[config.mk]
export PLATFORM = sky130hd
export DESIGN_NAME = rhe_ram
export DESIGN_NICKNAME = d
export VERILOG_FILES = /design/src/hw/rtl/range_histogram_emd_compare_core_macros.svh /design/src/hw/rtl/rhe_ram.sv
export SDC_FILE = /design/constraint.sdc
export NUM_CORES = 1
export LEC_CHECK = 0
export BUFFER_PORTS_ARGS = -buffer_cell sky130_fd_sc_hd__buf_2
export CAP_MARGIN = 20
export CORE_MARGIN = 8
export CORE_UTILIZATION = 45
export CTS_BUF_LIST = sky130_fd_sc_hd__clkbuf_16
export CTS_CLUSTER_DIAMETER = 40
export DETAILED_ROUTE_END_ITERATION = 8
export GPL_ROUTABILITY_DRIVEN = 0
export GPL_TIMING_DRIVEN = 0
export PLACE_DENSITY = 0.63
export SLEW_MARGIN = 20
export SYNTH_ARGS = -nofsm -noshare
export SYNTH_HDL_FRONTEND = slang
export SYNTH_SLANG_ARGS = --single-unit
[constraint.sdc]
create_clock -name clk -period 1.5 [get_ports clk]
set_input_delay 0.15 -clock clk [delete_from_list [all_inputs] [get_ports clk]]
set_output_delay 0.15 -clock clk [all_outputs]
set_load 0.01 [all_outputs]
[src/hw/rtl/range_histogram_emd_compare_core_macros.svh]
// Assertion macros shared by the range histogram compare RTL.
`ifndef RANGE_HISTOGRAM_EMD_COMPARE_CORE_MACROS_SVH
`define RANGE_HISTOGRAM_EMD_COMPARE_CORE_MACROS_SVH

// Condition that holds at every clock edge out of reset.
`define RHE_ASSERT_HOLDS(label, cond) \
	label: assert property (@(posedge clk) disable iff (!arst_n) (cond)) \
		else $error("rhe invariant violated");

// Same-cycle implication.
`define RHE_ASSERT_IMPL(label, pre, post) \
	label: assert property (@(posedge clk) disable iff (!arst_n) (pre) |-> (post)) \
		else $error("rhe implication violated");

`endif

[src/hw/rtl/rhe_ram.sv]
// Generic single-write, single-read RAM with registered read data.
module rhe_ram #(
	parameter int WIDTH = 8,
	parameter int DEPTH = 16,
	localparam int AW = (DEPTH > 1) ? $clog2(DEPTH) : 1
) (
	input  logic             clk,
	input  logic             we,
	input  logic [AW-1:0]    waddr,
	input  logic [WIDTH-1:0] wdata,
	input  logic [AW-1:0]    raddr,
	output logic [WIDTH-1:0] rdata
);
	logic [WIDTH-1:0] mem [DEPTH];

	always_ff @(posedge clk) begin
		if (we) begin
			mem[waddr] <= wdata;
		end
		rdata <= mem[raddr];
	end
endmodule

# Word-level counts from Yosys, hierarchy flattened
# Memory sizes are Yosys's and may differ from the RTL's. A register that Yosys moved wholly into a read port is not among the register bits.
# Cells that the tools add are included.
# word_totals
regBits	0
ramBits	128
n_memories	1
# memory_table
memory	depth	word_bits	read_ports	rd_clocked_by_memory_dff	write_ports	line	source
mem	16	8	1	1	1	rhe_ram.sv:14	logic [WIDTH-1:0] mem [DEPTH];
# op_classes
muxes	2
# ops
operator	n
two-way mux 1 bit	2

# Depth between registers and ports, before layout
# depth
depth_word	2
mapped_depth	5
depth_no_buf	3

# Least setup slack after synthesis
# No wires, ideal clock.
# synth_path
kind	input to register
start	input waddr[2]
end	memory mem[0][0] (enable)
setup_ps	383
arrival_ps	1260
n_path_buf	0
setup_slack_ps	-143
cell_stages	2
cell_sequence	or3b_2 > nor3_1
# synth_rtl
item	line	source
start: declaration	rhe_ram.sv:9	input logic [AW-1:0] waddr,
end: declaration	rhe_ram.sv:14	
# No word-level cell before the write port.

# Worst setup path after layout
# layout_path
start	input waddr[2]
end	memory mem[2][0] (enable)
# No word-level cell before the write port.

==> flow_summary.html <==
<table>
<tr><th>Metric</th><th>Value</th></tr>
<tr><th colspan="2">Synthesis</th></tr>
<tr><td>Area share of the largest cell type after synthesis</td><td>74.7%</td></tr>
<tr><td>Post-synthesis instance area</td><td>0.00515 mm2</td></tr>
<tr><td>Number of library cell types mapped by synthesis</td><td>19</td></tr>
<tr><td>Flip-flop and latch count after synthesis</td><td>136</td></tr>
<tr><td>Top cells by area, synth</td><td>sky130_fd_sc_hd__edfxtp_1, sky130_fd_sc_hd__mux4_2, sky130_fd_sc_hd__mux4_1</td></tr>
<tr><td>Library cell occupying the most area in the post-synthesis netlist</td><td>sky130_fd_sc_hd__edfxtp_1</td></tr>
<tr><td>Net count of the mapped netlist</td><td>247</td></tr>
<tr><td>Sequential share of the synthesized area</td><td>77.8%</td></tr>
<tr><td>Synth warnings</td><td>0</td></tr>
<tr><td>Average cell area after synthesis</td><td>22.5 um2</td></tr>
<tr><td>Number of cells produced by synthesis</td><td>229</td></tr>
<tr><th colspan="2">Drt</th></tr>
<tr><td>Drt first pass iters</td><td>5</td></tr>
<tr><td>Remaining number of nets flagged by the antenna check after routing</td><td>0</td></tr>
<tr><td>Final routed DRC violation total</td><td>0</td></tr>
<tr><td>DR vias/cell</td><td>5.55</td></tr>
<tr><td>Vias after detailed routing</td><td>2,376</td></tr>
<tr><td>Routed WL</td><td>9.64 mm</td></tr>
<tr><td>Routed metal-1 wirelength</td><td>4.21 mm</td></tr>
<tr><td>Top routing layer in use</td><td>met4</td></tr>
<tr><td>Post-DR wirelength/cell</td><td>22.5 um</td></tr>
<tr><td>Met2 wirelength from detailed routing</td><td>4.62 mm</td></tr>
<tr><td>Amount of wire on met3 after detailed routing</td><td>605 um</td></tr>
<tr><td>Detailed Route Iter0 Violations</td><td>223</td></tr>
<tr><th colspan="2">Power</th></tr>
<tr><td>Leakage component of the power</td><td>0.00203 uW</td></tr>
<tr><td>Peak ir drop on the vdd network</td><td>0.590 mV</td></tr>
<tr><td>Cell Pwr Density</td><td>1380 mW/mm2</td></tr>
<tr><td>Total power consumption of the routed design</td><td>8260 uW</td></tr>
<tr><th colspan="2">Flow run</th></tr>
<tr><td>Max-cap violations</td><td>0</td></tr>
<tr><th colspan="2">Finish</th></tr>
<tr><td>Top library cells by usage in the layout, fill and taps aside</td><td>sky130_fd_sc_hd__edfxtp_1, sky130_fd_sc_hd__buf_2, sky130_fd_sc_hd__mux4_2, sky130_fd_sc_hd__clkbuf_16</td></tr>
<tr><td>Share of layout cells above drive strength 1</td><td>28.4%</td></tr>
<tr><td>Antenna Cells</td><td>0</td></tr>
<tr><td>Area Growth Syn to Fin</td><td>16.4%</td></tr>
<tr><td>Filler Cells Inserted</td><td>862</td></tr>
<tr><td>Fin nets</td><td>290</td></tr>
<tr><td>Most common cell after layout, fill and taps aside</td><td>sky130_fd_sc_hd__edfxtp_1</td></tr>
<tr><th colspan="2">Outcome</th></tr>
<tr><td>Outcome</td><td>finished, final reports clean</td></tr>
<tr><th colspan="2">Hold path</th></tr>
<tr><td>Tightest Hold Check Type</td><td>in -&gt; reg</td></tr>
<tr><td>Worst Hold Depth</td><td>1</td></tr>
<tr><td>HP Start</td><td>wdata[5]</td></tr>
<tr><td>Worst hold path endpoint</td><td>mem[7][5]$_DFFE_PP_</td></tr>
<tr><th colspan="2">Timing</th></tr>
<tr><td>Unrepaired setup endpoints after global routing</td><td>false</td></tr>
<tr><td>Top achievable clock speed</td><td>0.685 GHz</td></tr>
<tr><td>Worst slew slack as a fraction of its limit</td><td>42.6%</td></tr>
<tr><td>Worst-margin pin slew</td><td>858 ps</td></tr>
<tr><td>Hold Fails Final Rpt</td><td>0</td></tr>
<tr><td>Time the final worst path needs with I/O delays and setup</td><td>1460 ps</td></tr>
<tr><td>Worst Skew</td><td>7.31 ps</td></tr>
<tr><td>Setup Viol. Count Final</td><td>0</td></tr>
<tr><td>Setup slack of the critical path after layout</td><td>41.0 ps</td></tr>
<tr><td>Final-report max-slew violation count</td><td>0</td></tr>
<tr><td>Post-route clock period utilization</td><td>97.3%</td></tr>
<tr><th colspan="2">Die</th></tr>
<tr><td>Number of placed I/O pins</td><td>26</td></tr>
<tr><td>Effective utilization at floorplan</td><td>45.7%</td></tr>
<tr><td>Die Outline Area</td><td>0.0151 mm2</td></tr>
<tr><td>Core Rows</td><td>39</td></tr>
<tr><td>Core Footprint</td><td>0.0113 mm2</td></tr>
<tr><td>Die Ht</td><td>123 um</td></tr>
<tr><td>X dimension of the die</td><td>123 um</td></tr>
<tr><th colspan="2">Worst setup path</th></tr>
<tr><td>Endpoint type of the worst setup path</td><td>flip-flop</td></tr>
<tr><td>Maximum fanout count along the critical path</td><td>8</td></tr>
<tr><td>Arrival time worst endpoint</td><td>1480 ps</td></tr>
<tr><td>WP buf/inv</td><td>1</td></tr>
<tr><td>Largest incremental delay on the critical path</td><td>680 ps</td></tr>
<tr><td>Data required time at the worst endpoint</td><td>1520 ps</td></tr>
<tr><td>End of the worst register-to-register path</td><td>rdata[0]$_DFF_P_</td></tr>
<tr><td>Worst flop-to-flop path startpoint</td><td>mem[1][0]$_DFFE_PP_</td></tr>
<tr><td>WS Path Type</td><td>in -&gt; reg</td></tr>
<tr><td>Worst R2R Setup Slack</td><td>120 ps</td></tr>
<tr><td>CP startpoint kind</td><td>input pin</td></tr>
<tr><td>Critical Path, Cell by Cell</td><td>buf_2 &gt; or3b_2 &gt; nor2_1</td></tr>
<tr><td>Slowest stage cell, crit path</td><td>sky130_fd_sc_hd__nor2_1</td></tr>
<tr><td>Worst reg2reg path depth</td><td>3</td></tr>
<tr><td>Cell family with most CP delay</td><td>simple AND/OR/NAND/NOR gates</td></tr>
<tr><th colspan="2">Clock network</th></tr>
<tr><td>Clock tree buffer depth</td><td>2</td></tr>
<tr><td>Number of buffers created by CTS</td><td>17</td></tr>
<tr><td># clock sinks</td><td>136</td></tr>
<tr><td>Clk pin slew, worst setup/hold paths</td><td>50 ps</td></tr>
<tr><td>Clock latency on the worst-skew pair</td><td>400 ps</td></tr>
<tr><td>Hold buffer count at CTS</td><td>0</td></tr>
<tr><td>Number of buffers added for setup after CTS</td><td>0</td></tr>
<tr><td>CTS H-tree lvls</td><td>4</td></tr>
<tr><td>Quantity of gates resized following cts</td><td>0</td></tr>
<tr><td>Buffer cell driving the clock tree root</td><td>sky130_fd_sc_hd__clkbuf_16</td></tr>
<tr><td>TritonCTS clock tree</td><td>yes</td></tr>
<tr><th colspan="2">Place</th></tr>
<tr><td>Total half-perimeter wirelength after legalization and detailed placement</td><td>6.21 mm</td></tr>
<tr><td>Port Buf Inserts</td><td>24</td></tr>
<tr><td>DP Worst Slack</td><td>-400 ps</td></tr>
<tr><th colspan="2">Global routing</th></tr>
<tr><td>Congestion Overflow GR</td><td>0</td></tr>
<tr><td>Via count of the first global-routing pass</td><td>2,415</td></tr>
<tr><td>Antenna violations before repair</td><td>0</td></tr>
<tr><td>Global-route wire length before repair</td><td>14.3 mm</td></tr>
<tr><td>Total global-route track usage</td><td>13.7%</td></tr>
<tr><td>Pin count of the biggest net entering global routing</td><td>17</td></tr>
</table>
## layer usage
metal,GRT usage [%],vias up
li1,-,1059
met1,18.0,1233
met2,19.9,74
met3,4.34,10
met4,7.92,0
met5,0,-
## worst max-delay path by stage
stage / start / to / slack (ps) / depth (start not counted)
6_report: waddr[2] / mem[2][0]$_DFFE_PP_ / 40 / 3
3_5_place_dp: waddr[2] / mem[2][2]$_DFFE_PP_ / -400 / 3
5_1_grt: waddr[2] / mem[2][0]$_DFFE_PP_ / 10 / 3
4_1_cts: waddr[2] / mem[2][0]$_DFFE_PP_ / 30 / 3
2_1_floorplan: waddr[2] / mem[3][0]$_DFFE_PP_ / 80 / 2
3_3_place_gp: waddr[2] / mem[8][3]$_DFFE_PP_ / -450 / 3
## synth_stat cells (all sizes together)
cell type and n:
edfxtp 128, mux4 32, a22oi 16, nor2 13, nand2 9, dfxtp 8
buf 7, nor3 4, clkdlybuf4s25 3, nand2b 2, nand3b 2, and2 1
and2b 1, nand3 1, nor2b 1, or3b 1
## power breakdown
part / switching [uW] / internal (uW)
sequential: 17.9 / 4250
clock: 1370 / 2200
combinational: 245 / 171
total: 1630 / 6620
## final cells by class
class                      instances  area (um2)  area share (%)
multi-input combinational         83        1090            18.2
timing repair buffer              24         120            2.01
clock buffer                      17         425            7.10
clock inverter                    15        87.6            1.46
sequential                       136        4000            66.8
tap                              143         179            2.99
buffer                            10        86.3            1.44
## metrics by stage
step	hold slack, ps	TNS [ps]	instances	area [um2]	util [%]
final	142	0	428	5990	53.1
after detailed placement	551	-17370	396	5470	48.5
after floorplan	249	0	229	5150	-
after CTS	128	0	428	5980	53.0
after global placement	548	-22300	396	5450	48.4
after global routing	130	0	428	5990	53.1
## sequential cells by signal, indices dropped and copies added, names as in the netlist
signal / cells
mem: 128
rdata: 8
## cells by family (layout without fill, tap and decap cells)
kind of cell / after synthesis / in the layout / share of synthesized area, %
mux: 32 / 32 / 15.0
buf+inv: 10 / 66 / 1.68
compound gates: 16 / 16 / 2.33
simple gates: 35 / 35 / 3.18
flops: 136 / 136 / 77.8
No activity file was read; power rests on OpenSTA's default activity.
